<file path="src/sv/lap_pkg.sv">
// Shared types, codes and reset values for the link action planner.
`timescale 1ns / 1ps

package lap_pkg;

  typedef enum logic [1:0] {
    CMD_RESTART = 2'd0,
    CMD_QUERY   = 2'd1,
    CMD_RESULT  = 2'd2,
    CMD_SERVER  = 2'd3
  } cmd_e;

  typedef enum logic [1:0] {
    OUT_OK      = 2'd0,
    OUT_REFUSED = 2'd1,
    OUT_FAILED  = 2'd2,
    OUT_NONE    = 2'd3
  } outcome_e;

  typedef enum logic [1:0] {
    CK_UNKNOWN   = 2'd0,
    CK_BROKEN    = 2'd1,
    CK_GCODE     = 2'd2,
    CK_SEND_INFO = 2'd3
  } command_kind_e;

  typedef enum logic [1:0] {
    ACT_SLEEP     = 2'd0,
    ACT_EVENT     = 2'd1,
    ACT_TELEMETRY = 2'd2,
    ACT_ACK       = 2'd3
  } action_e;

  typedef enum logic [1:0] {
    EV_INFO     = 2'd0,
    EV_ACCEPTED = 2'd1,
    EV_REJECTED = 2'd2,
    EV_UNUSED   = 2'd3
  } event_e;

  typedef enum logic [1:0] {
    REG_BACKOFF_BASE = 2'd0,
    REG_BACKOFF_CAP  = 2'd1,
    REG_TELEM_PERIOD = 2'd2,
    REG_SILENCE_LIM  = 2'd3
  } reg_idx_e;

  localparam int unsigned TimeW  = 32;
  localparam int unsigned MsW    = 16;
  localparam int unsigned TagW   = 32;
  localparam int unsigned CfgW   = 32;
  localparam int unsigned CfgIdxW = 2;

  localparam logic [MsW-1:0]   BackoffBaseRst = 16'd100;
  localparam logic [MsW-1:0]   BackoffCapRst  = 16'd60000;
  localparam logic [MsW-1:0]   TelemPeriodRst = 16'd4000;
  localparam logic [TimeW-1:0] SilenceLimRst  = 32'd10000;

endpackage

</file>
<file path="src/sv/lap_req_if.sv">
// Request channel of the link action planner: handshake and request fields.
`timescale 1ns / 1ps

interface lap_req_if
  import lap_pkg::*;
();
  logic              valid;
  logic              ready;
  logic [1:0]        cmd;
  logic [TimeW-1:0]  now_ms;
  logic [1:0]        outcome;
  logic [1:0]        command_kind;
  logic [TagW-1:0]   command_tag;

  modport source (output valid, cmd, now_ms, outcome, command_kind, command_tag,
                  input ready);
  modport sink   (input valid, cmd, now_ms, outcome, command_kind, command_tag,
                  output ready);
endinterface

</file>
<file path="src/sv/lap_rsp_if.sv">
// Result channel of the link action planner: handshake and action fields.
`timescale 1ns / 1ps

interface lap_rsp_if
  import lap_pkg::*;
();
  logic            valid;
  logic            ready;
  logic [1:0]      action_kind;
  logic [MsW-1:0]  sleep_ms;
  logic [1:0]      event_kind;
  logic            event_has_tag;
  logic [TagW-1:0] event_tag;

  modport source (output valid, action_kind, sleep_ms, event_kind, event_has_tag,
                  event_tag, input ready);
  modport sink   (input valid, action_kind, sleep_ms, event_kind, event_has_tag,
                  event_tag, output ready);
endinterface

</file>
<file path="src/sv/link_action_planner.sv">
// Link action planner: top level with state, action decision and result register.
`timescale 1ns / 1ps

// Every request (restart, query, action result, server command) produces exactly
// one action on the result channel, in the cycle after the request is taken. All
// state updates and the action decision are done in combinational logic
// (one 32-bit subtract and compare for the telemetry and silence checks, one
// doubling and clamp for the back-off), so a request is taken every cycle unless
// the result is stalled. The result register sits between the two channels: a
// new request is taken whenever the result register is empty or its contents
// leave in the same cycle, so a stalled result blocks further requests only until
// it is taken. Time differences are computed modulo 2^32. The configuration
// registers are plain write-only registers and should be written only while no
// request is in flight. After reset an untagged info event is planned and the
// registers hold their documented defaults (base 100, cap 60000, telemetry
// period 4000, silence limit 10000 ms).

module link_action_planner
  import lap_pkg::*;
(
  input  logic               clk_i,
  input  logic               rst_ni,
  input  logic               cfg_we_i,
  input  logic [CfgIdxW-1:0] cfg_idx_i,
  input  logic [CfgW-1:0]    cfg_data_i,
  lap_req_if.sink            req_i,
  lap_rsp_if.source          rsp_o
);

  // configuration
  logic [MsW-1:0]   backoff_base_q, backoff_cap_q, telem_period_q;
  logic [TimeW-1:0] silence_lim_q;

  // planner state
  logic             pend_valid_q, pend_valid_d;
  logic [1:0]       pend_kind_q, pend_kind_d;
  logic             pend_has_tag_q, pend_has_tag_d;
  logic [TagW-1:0]  pend_tag_q, pend_tag_d;
  logic             telem_seen_q, telem_seen_d;
  logic [TimeW-1:0] telem_time_q, telem_time_d;
  logic             succ_seen_q, succ_seen_d;
  logic [TimeW-1:0] succ_time_q, succ_time_d;
  logic             backoff_valid_q, backoff_valid_d;
  logic [MsW-1:0]   backoff_q, backoff_d;
  logic             sleep_owed_q, sleep_owed_d;

  // result register
  logic             rsp_valid_q;
  logic [1:0]       act_q, act_d;
  logic [MsW-1:0]   slp_q, slp_d;
  logic [1:0]       evk_q, evk_d;
  logic             evh_q, evh_d;
  logic [TagW-1:0]  evt_q, evt_d;

  logic             req_fire;
  logic [TimeW-1:0] since_telem, silence;
  logic [MsW:0]     backoff_dbl;
  logic [MsW-1:0]   backoff_prev;

  // take a request when the result slot is free or drains this cycle
  assign req_i.ready = !rsp_valid_q || rsp_o.ready;
  assign req_fire    = req_i.valid && req_i.ready;

  assign since_telem  = req_i.now_ms - telem_time_q;
  assign silence      = succ_seen_q ? (req_i.now_ms - succ_time_q) : '0;
  assign backoff_prev = backoff_valid_q ? backoff_q : (backoff_base_q >> 1);
  assign backoff_dbl  = {backoff_prev, 1'b0};

  always_comb begin
    pend_valid_d    = pend_valid_q;
    pend_kind_d     = pend_kind_q;
    pend_has_tag_d  = pend_has_tag_q;
    pend_tag_d      = pend_tag_q;
    telem_seen_d    = telem_seen_q;
    telem_time_d    = telem_time_q;
    succ_seen_d     = succ_seen_q;
    succ_time_d     = succ_time_q;
    backoff_valid_d = backoff_valid_q;
    backoff_d       = backoff_q;
    sleep_owed_d    = sleep_owed_q;
    act_d           = ACT_ACK;
    slp_d           = '0;
    evk_d           = EV_INFO;
    evh_d           = 1'b0;
    evt_d           = '0;

    case (cmd_e'(req_i.cmd))
      CMD_RESTART: begin
        pend_valid_d    = 1'b1;
        pend_kind_d     = EV_INFO;
        pend_has_tag_d  = 1'b0;
        pend_tag_d      = '0;
        telem_seen_d    = 1'b0;
        telem_time_d    = '0;
        backoff_valid_d = 1'b0;
        backoff_d       = '0;
        sleep_owed_d    = 1'b0;
      end
      CMD_QUERY: begin
        if (sleep_owed_q) begin
          sleep_owed_d = 1'b0;
          act_d        = ACT_SLEEP;
          slp_d        = backoff_q;
        end else if (pend_valid_q) begin
          act_d = ACT_EVENT;
          evk_d = pend_kind_q;
          evh_d = pend_has_tag_q;
          evt_d = pend_has_tag_q ? pend_tag_q : '0;
        end else if (telem_seen_q && (since_telem < TimeW'(telem_period_q))) begin
          act_d = ACT_SLEEP;
          // since < period, so the difference fits the period width
          slp_d = telem_period_q - since_telem[MsW-1:0];
        end else begin
          act_d = ACT_TELEMETRY;
        end
      end
      CMD_RESULT: begin
        case (outcome_e'(req_i.outcome))
          OUT_OK, OUT_REFUSED: begin
            succ_seen_d     = 1'b1;
            succ_time_d     = req_i.now_ms;
            sleep_owed_d    = 1'b0;
            backoff_valid_d = 1'b0;
            backoff_d       = '0;
            if (pend_valid_q) begin
              pend_valid_d   = 1'b0;
              pend_kind_d    = EV_INFO;
              pend_has_tag_d = 1'b0;
              pend_tag_d     = '0;
              telem_seen_d   = 1'b0;
              telem_time_d   = '0;
            end else begin
              telem_seen_d = 1'b1;
              telem_time_d = req_i.now_ms;
            end
          end
          OUT_FAILED: begin
            if ((silence >= silence_lim_q) && !pend_valid_q) begin
              pend_valid_d   = 1'b1;
              pend_kind_d    = EV_INFO;
              pend_has_tag_d = 1'b0;
              pend_tag_d     = '0;
              succ_seen_d    = 1'b0;
              succ_time_d    = '0;
            end
            if (backoff_dbl > (MsW+1)'(backoff_cap_q)) begin
              backoff_d = backoff_cap_q;
            end else begin
              backoff_d = backoff_dbl[MsW-1:0];
            end
            backoff_valid_d = 1'b1;
            sleep_owed_d    = 1'b1;
          end
          default: begin
            // unknown outcome: acknowledged, state kept
          end
        endcase
      end
      CMD_SERVER: begin
        pend_valid_d   = 1'b1;
        pend_kind_d    = (command_kind_e'(req_i.command_kind) == CK_SEND_INFO) ?
                         EV_INFO : EV_REJECTED;
        pend_has_tag_d = 1'b1;
        pend_tag_d     = req_i.command_tag;
      end
      default: begin
      end
    endcase
  end

  always_ff @(posedge clk_i or negedge rst_ni) begin
    if (!rst_ni) begin
      backoff_base_q <= BackoffBaseRst;
      backoff_cap_q  <= BackoffCapRst;
      telem_period_q <= TelemPeriodRst;
      silence_lim_q  <= SilenceLimRst;
    end else if (cfg_we_i) begin
      case (reg_idx_e'(cfg_idx_i))
        REG_BACKOFF_BASE: backoff_base_q <= cfg_data_i[MsW-1:0];
        REG_BACKOFF_CAP:  backoff_cap_q  <= cfg_data_i[MsW-1:0];
        REG_TELEM_PERIOD: telem_period_q <= cfg_data_i[MsW-1:0];
        REG_SILENCE_LIM:  silence_lim_q  <= cfg_data_i[TimeW-1:0];
        default: begin
        end
      endcase
    end
  end

  always_ff @(posedge clk_i or negedge rst_ni) begin
    if (!rst_ni) begin
      pend_valid_q    <= 1'b1;
      pend_kind_q     <= EV_INFO;
      pend_has_tag_q  <= 1'b0;
      pend_tag_q      <= '0;
      telem_seen_q    <= 1'b0;
      telem_time_q    <= '0;
      succ_seen_q     <= 1'b0;
      succ_time_q     <= '0;
      backoff_valid_q <= 1'b0;
      backoff_q       <= '0;
      sleep_owed_q    <= 1'b0;
      rsp_valid_q     <= 1'b0;
    end else begin
      if (req_fire) begin
        pend_valid_q    <= pend_valid_d;
        pend_kind_q     <= pend_kind_d;
        pend_has_tag_q  <= pend_has_tag_d;
        pend_tag_q      <= pend_tag_d;
        telem_seen_q    <= telem_seen_d;
        telem_time_q    <= telem_time_d;
        succ_seen_q     <= succ_seen_d;
        succ_time_q     <= succ_time_d;
        backoff_valid_q <= backoff_valid_d;
        backoff_q       <= backoff_d;
        sleep_owed_q    <= sleep_owed_d;
      end
      if (req_fire) begin
        rsp_valid_q <= 1'b1;
      end else if (rsp_o.ready) begin
        rsp_valid_q <= 1'b0;
      end
    end
  end

  // result payload, loaded with each request
  always_ff @(posedge clk_i) begin
    if (req_fire) begin
      act_q <= act_d;
      slp_q <= slp_d;
      evk_q <= evk_d;
      evh_q <= evh_d;
      evt_q <= evt_d;
    end
  end

  assign rsp_o.valid         = rsp_valid_q;
  assign rsp_o.action_kind   = act_q;
  assign rsp_o.sleep_ms      = slp_q;
  assign rsp_o.event_kind    = evk_q;
  assign rsp_o.event_has_tag = evh_q;
  assign rsp_o.event_tag     = evt_q;

  // an owed sleep always comes with a live back-off
  a_owed_has_backoff: assert property (@(posedge clk_i) disable iff (!rst_ni)
    sleep_owed_q |-> backoff_valid_q)
    else $error("sleep owed without back-off");

  // untagged planned events carry a zero tag
  a_untagged_zero: assert property (@(posedge clk_i) disable iff (!rst_ni)
    !pend_has_tag_q |-> (pend_tag_q == '0))
    else $error("untagged pending event holds a tag");

  // a waiting result holds off new requests
  a_stall_blocks: assert property (@(posedge clk_i) disable iff (!rst_ni)
    (rsp_valid_q && !rsp_o.ready) |-> !req_i.ready)
    else $error("request taken while result stalled");

  // non-sleep actions report no sleep length
  a_sleep_zero: assert property (@(posedge clk_i) disable iff (!rst_ni)
    (rsp_valid_q && (act_q != ACT_SLEEP)) |-> (slp_q == '0))
    else $error("sleep length on non-sleep action");

  // event fields are clear unless an event is sent
  a_event_clear: assert property (@(posedge clk_i) disable iff (!rst_ni)
    (rsp_valid_q && (act_q != ACT_EVENT)) |-> (!evh_q && (evt_q == '0)))
    else $error("event fields set on non-event action");

endmodule
</file>
<file path="src/flat_wrapper.sv">
// flat-port wrapper written by rule: the top's interface ports become plain ports
module link_action_planner_flat import lap_pkg::*;
  (clk_i, rst_ni, cfg_we_i, cfg_idx_i, cfg_data_i, req_i_valid, req_i_cmd, req_i_now_ms, req_i_outcome, req_i_command_kind, req_i_command_tag, req_i_ready, rsp_o_valid, rsp_o_action_kind, rsp_o_sleep_ms, rsp_o_event_kind, rsp_o_event_has_tag, rsp_o_event_tag, rsp_o_ready);
  lap_req_if req_i_i ();
  lap_rsp_if rsp_o_i ();
  input  logic clk_i;
  input  logic rst_ni;
  input  logic cfg_we_i;
  input  logic [CfgIdxW-1:0] cfg_idx_i;
  input  logic [CfgW-1:0] cfg_data_i;
  input wire logic [$bits(req_i_i.valid)-1:0] req_i_valid;
  input wire logic [$bits(req_i_i.cmd)-1:0] req_i_cmd;
  input wire logic [$bits(req_i_i.now_ms)-1:0] req_i_now_ms;
  input wire logic [$bits(req_i_i.outcome)-1:0] req_i_outcome;
  input wire logic [$bits(req_i_i.command_kind)-1:0] req_i_command_kind;
  input wire logic [$bits(req_i_i.command_tag)-1:0] req_i_command_tag;
  output wire logic [$bits(req_i_i.ready)-1:0] req_i_ready;
  output wire logic [$bits(rsp_o_i.valid)-1:0] rsp_o_valid;
  output wire logic [$bits(rsp_o_i.action_kind)-1:0] rsp_o_action_kind;
  output wire logic [$bits(rsp_o_i.sleep_ms)-1:0] rsp_o_sleep_ms;
  output wire logic [$bits(rsp_o_i.event_kind)-1:0] rsp_o_event_kind;
  output wire logic [$bits(rsp_o_i.event_has_tag)-1:0] rsp_o_event_has_tag;
  output wire logic [$bits(rsp_o_i.event_tag)-1:0] rsp_o_event_tag;
  input wire logic [$bits(rsp_o_i.ready)-1:0] rsp_o_ready;
  assign req_i_i.valid = req_i_valid;
  assign req_i_i.cmd = req_i_cmd;
  assign req_i_i.now_ms = req_i_now_ms;
  assign req_i_i.outcome = req_i_outcome;
  assign req_i_i.command_kind = req_i_command_kind;
  assign req_i_i.command_tag = req_i_command_tag;
  assign req_i_ready = req_i_i.ready;
  assign rsp_o_valid = rsp_o_i.valid;
  assign rsp_o_action_kind = rsp_o_i.action_kind;
  assign rsp_o_sleep_ms = rsp_o_i.sleep_ms;
  assign rsp_o_event_kind = rsp_o_i.event_kind;
  assign rsp_o_event_has_tag = rsp_o_i.event_has_tag;
  assign rsp_o_event_tag = rsp_o_i.event_tag;
  assign rsp_o_i.ready = rsp_o_ready;
  link_action_planner u_core (.clk_i(clk_i), .rst_ni(rst_ni), .cfg_we_i(cfg_we_i), .cfg_idx_i(cfg_idx_i), .cfg_data_i(cfg_data_i), .req_i(req_i_i), .rsp_o(rsp_o_i));
endmodule
</file>
<file path="config.mk">
export PLATFORM = sky130hd
export DESIGN_NAME = link_action_planner_flat
export DESIGN_NICKNAME = d
export VERILOG_FILES = /design/src/sv/lap_pkg.sv /design/src/sv/lap_req_if.sv /design/src/sv/lap_rsp_if.sv /design/src/sv/link_action_planner.sv /design/src/flat_wrapper.sv
export SDC_FILE = /design/constraint.sdc
export NUM_CORES = 1
export LEC_CHECK = 0
export BUFFER_PORTS_ARGS = -buffer_cell sky130_fd_sc_hd__buf_4
export CORE_ASPECT_RATIO = 0.7
export CORE_MARGIN = 2
export CORE_UTILIZATION = 55
export CTS_CLUSTER_DIAMETER = 30
export CTS_CLUSTER_SIZE = 40
export DETAILED_ROUTE_END_ITERATION = 16
export GPL_TIMING_DRIVEN = 0
export PLACE_DENSITY = 0.89
export SETUP_SLACK_MARGIN = 0.2
export SYNTH_ARGS = -nofsm -noshare
export SYNTH_HDL_FRONTEND = slang
export SYNTH_SLANG_ARGS = --single-unit
export TNS_END_PERCENT = 30
</file>
<file path="constraint.sdc">
create_clock -name clk_i -period 5.45 [get_ports clk_i]
set_clock_uncertainty 0.2 [all_clocks]
set_input_delay 1.09 -clock clk_i [delete_from_list [all_inputs] [get_ports clk_i]]
set_output_delay 1.09 -clock clk_i [all_outputs]
set_load 0.1 [all_outputs]
</file>
Word level (Yosys, flattened, before mapping)
Index checks and enable logic that the tools add are counted.
Storage, ports and cells
  register bits: 254
  latch bits: 0
  bits in writable memories: 0
  memory bits (read-only): 0
  bits of input ports: 109
  output and inout port bits: 55
  logic and storage cells: 114
  memories kept: 0
Operators by class
  $add $sub $neg: 3
  multipliers: 0
  divide/modulo/power cells: 0
  $lt $le $gt $ge: 3
  equality and inequality tests: 14
  shift-type cells: 0
  muxes and demuxes: 40
  bitwise operators: 3
  reduce and logical (&&, ||, !) cells: 30
Operators by type and width (number)
  32-bit case mux with 2 select lines: 3
  32-bit 2-to-1 mux: 5
  32-bit case mux with 3 select lines: 1
  16-bit 2-to-1 mux: 5
  16-bit case mux with 2 select lines: 2
  32-bit subtractor: 2
  32-bit >= comparator: 1
  32-bit by 16-bit < comparator with 1-bit output: 1
  17-bit by 16-bit > comparator with 1-bit output: 1
  1-bit case mux with 2 select lines: 8
  16-bit subtractor: 1
  2-bit equality test, second input constant: 6
  2-bit 2-to-1 mux: 6
  2-bit nonzero test: 5
  3-bit by 2-bit inequality test with 1-bit output, second input constant: 3
  3-bit AND reduction: 3
  2-bit AND reduction: 4
  4-bit AND reduction: 2
  1-bit 2-to-1 mux: 7
  2-bit by 1-bit equality test with 1-bit output, second input constant: 3
  2-bit zero test: 3
  2-bit case mux with 3 select lines: 1
  2-bit OR reduction: 3
  5-bit AND reduction: 1
  other kinds (11): 16

Logic depth before layout (Yosys ltp)
  depth after elaboration: 7
  gate-level depth with buffers: 25
  gate-level depth less buffers: 24

Worst setup path after synthesis
No wires, ideal clock.
  path kind: input to register
  start point: input port req_i_now_ms[8]
  end point: register u_core.pend_tag_q[1]
  setup time: 0.083 ns
  arrival time: 5.657 ns
  data required time: 5.167 ns
  path slack: -0.490 ns
  cell stages on the path: 24
  cells stage by stage: ha_1 clkbuf_1 a21oi_1 o21ai_0 and3_1 a311o_1 o31a_1 a31o_2 a21o_1 a21oi_1 xor2_1 nor2_1 ha_1 a21o_1 a21o_1 a21o_1 a21o_1 a211o_1 a211oi_1 a21oi_1 o21ai_1 clkbuf_1 a21oi_1 o21ai_0
On the way
  cells in the longest elaborated chain, start to end: 6
RTL lines
  from (decl): line flat_wrapper.sv:13  | input wire logic [$bits(req_i_i.now_ms)-1:0] req_i_now_ms;
  32-bit subtractor: line link_action_planner.sv:65  | assign silence = succ_seen_q ? (req_i.now_ms - succ_time_q) : '0;
  32-bit 2-to-1 mux: line link_action_planner.sv:65
  32-bit >= comparator: line link_action_planner.sv:138  | if ((silence >= silence_lim_q) && !pend_valid_q) begin
  1-bit logical AND: line link_action_planner.sv:138
  3-bit by 2-bit inequality test with 1-bit output (no source line)
  5-bit AND reduction (no source line)
  to (signal assigned): line link_action_planner.sv:208  | pend_tag_q <= pend_tag_d;
  to (decl): line link_action_planner.sv:38  | logic [TagW-1:0] pend_tag_q, pend_tag_d;
Every way passes these cells.
A chain may end at the register's enable or synchronous reset.

Worst setup path after layout
  start point: input port req_i_now_ms[8]
  end point: register u_core.pend_tag_q[14]
Same word-level chain as after synthesis.

==> out/qor.csv <==
metric,value,unit
clk slew on worst S/H paths,0.06,ns
critical path required time,5.74,ns
vias per cell,6.22,
Final setup viols,0,
"non-filler cells, final",2365,
wire per inst,20.4,um
CTS Buf Count,44,
die width,211,um
Routed WL,48300,um
peak supply drop,0.292,mV
Num Clock Sinks,251,
vias in the first global route,14200,
"most used cell, CP",buf_4,
r2r startpoint,u_core.succ_time_q[1],
IO Port Bufs,162,
GRT Util Overall,30.0,%
layout cells sized above 1,25.7,%
cell taking the most area after synthesis,dfrtp_1,
first-pass GRT wire length,74700,um
net count after synthesis,1956,
slew at the pin closest to its max-slew limit,1.14,ns
Hold Buf Count CTS,0,
initial antenna violation count,0,
Ant. Diodes,0,
Final Hold Violating Endpoints,0,
Site Rows,52,
Post-Place Cells,2241,
"Primary FF master, synth",dfrtp_1,
Die Y,149,um
synth unique cells,75,
root buffer cell,clkbuf_16,
drt first pass iters,6,
register area,6570,um2
effective utilization at floorplan,56.4,%
Multi-input gate area,9430,um2
"Min Clock Period, post-route",5.42,ns
die area,31400,um2
routability congestion estimate,0.928,
capture point of the worst reg-to-reg path,u_core.pend_tag_q[14],
DRT iter0 DRCs,1560,
CP arrival,5.71,ns
TritonCTS clock tree,done,
RSZ-0062 raised after global routing,yes,
htree depth,2,
CP max-delay cell,a31oi_1,
synth top area cells,"dfrtp_1, ha_1, edfxtp_1",
reg2reg setup slack,0.19,ns
top-count cell post-synth,dfrtp_1,
cell area after synthesis,16500,um2
layout filler cell count,2030,
outcome,"complete, no violations",
Worst Reg-to-Reg Cells,26,
Clock Path Buffers,3,
Post-synth top cells,"dfrtp_1, inv_1, ha_1",
WP buf/inv,15,
"Remaining Overflow, GRT",0,
# IOs,164,
routed vias,14700,
DRC errors left,0,
"Warnings, synthesis",0,
DP Area,18500,um2
CP startpoint kind,input port,
Leakage,9.51,nW
Crit path largest cell delay,0.41,ns
MaxCap Viol Count,0,
cell family with most CP delay,buffers and inverters,
dpl hpwl,34200,um
Post-synth EDFFs,52,
fin. max-slew vios,0,
layout net count,2208,
Synth top area share,26.9,%
HP Class,in2async,
crit-path max FO,8,
"FF+latch count, synth",251,
area of the core,29200,um2
syn avg cell area,9.70,um2
post-synthesis sequential area ratio,39.9,%
Max Fclk,184,MHz
Pwr per Cell Area,408,nW/um2
clk_lat worst skew,0.56,ns
final worst-path cycle share,99.5,%
Mapped Cells,1699,
Rel. slew slack,23.5,%
DRT antenna net count,0,
largest net degree at the start of global routing,127,
Area Growth Syn to Fin,26.0,%
Final Cell Area,20800,um2
crit path kind,in2reg,
Finished Core Util,71.0,%
crit end category,flop,
Post-synth ARST share,79.3,%
[worst max path at each step]
stage | slack (ns) | from | depth (start not counted) | end
after floorplan | -0.005 | req_i_now_ms[1] | 23 | u_core.pend_tag_q[1]
after global placement | -0.92 | req_i_now_ms[0] | 22 | u_core.pend_tag_q[8]
after detailed placement | -1.05 | req_i_now_ms[0] | 22 | u_core.pend_tag_q[9]
after CTS | 0.09 | req_i_now_ms[0] | 28 | u_core.pend_kind_q[1]
after global routing | -0.17 | req_i_now_ms[8] | 27 | u_core.pend_tag_q[14]
final | 0.03 | req_i_now_ms[8] | 31 | u_core.pend_tag_q[14]
[where the power goes]
part           total (mW)  leakage [nW]  internal (mW)  switching [mW]
registers            2.44          3.01           2.22           0.215
logic                3.21          5.75           1.41            1.81
clock network        2.82         0.752           1.77            1.05
[sequential cells by signal, summed over array words and instances, names as in the netlist, 2 cells and up]
register,cells
u_core.telem_time_q,32
u_core.backoff_cap_q,16
u_core.backoff_q,16
u_core.rsp_o.event_tag,32
u_core.telem_period_q,16
u_core.rsp_o.action_kind,2
u_core.pend_tag_q,32
u_core.backoff_base_q,15
u_core.succ_time_q,32
u_core.rsp_o.sleep_ms,16
u_core.silence_lim_q,32
[cells in the final DEF, fill, tap and decap left out, types with 8 or more instances in the layout]
master	instances
nand3_1	13
nand4_1	18
clkbuf_1	62
o21ai_2	8
nor3_1	25
a32oi_1	32
or3_1	9
inv_1	163
clkbuf_16	48
o21ai_0	47
nor2b_1	16
nand2b_1	17
a21oi_1	82
xor2_1	29
a21o_1	57
o21ai_1	32
nand2_1	107
a31oi_1	12
and3_1	25
dfstp_2	22
buf_8	10
o22ai_1	39
a22o_1	64
dfrtp_1	177
nand3b_1	8
o21a_1	9
a21oi_2	32
xnor2_1	29
o21bai_1	8
and2_1	42
buf_4	189
mux2i_1	18
nor4_1	17
ha_1	133
o211ai_1	9
edfxtp_1	52
nor2_1	72
mux2_2	96
[area by class of cell]
type	count	share of cell area, %
buffer	80	2.07
clock buffer	53	5.87
clock inverter	29	1.50
inverter	165	3.00
multi-input combinational	1203	45.4
sequential	251	31.7
tap	378	2.28
timing repair buffer	206	8.22
[kinds of logic after synthesis]
family                   count (synthesis)  synth area share, %
other                                    1               0.0228
XOR/XNOR                                59                 3.18
flip-flops                             251                 39.9
buffers and inverters                  245                 5.79
AO/OA/AOI/OAI                          494                 20.1
multiplexers                           114                 7.66
AND/OR/NAND/NOR                        387                 11.9
adder cells (fa/ha/maj)                148                 11.4
[timing repair]
| item | in CTS | in global routing |
|---|---|---|
| gates resized for setup | 32 | 60 |
| setup buffers | 27 | 11 |
| endpoints found under the setup margin | 69 | 84 |
| pin swaps | 17 | 30 |
| cloned | 3 | 1 |
[stage by stage]
step                setup TNS, ns  worst slack, ns  power, mW  hold slack, ns
detailed placement         -68.30            -1.05       5.33           0.282
floorplan                 -0.0797         -0.00502       4.58           0.251
global route                -7.69           -0.168       8.92           0.304
CTS                             0           0.0910       8.31           0.302
finish                          0           0.0284       8.47           0.297
global placement           -58.40           -0.918       5.18           0.283
[layer usage]
| layer | track usage [%] | vias to the layer above | part of all wire (%) |
|---|---|---|---|
| li1 | - | 6685 | - |
| met1 | 42.8 | 7065 | 43 |
| met2 | 46.4 | 825 | 45 |
| met3 | 6.69 | 127 | 10 |
| met4 | 8.10 | 0 | 2.5 |
| met5 | 0 | - | 0 |
No activity file was read; power rests on OpenSTA's default activity.
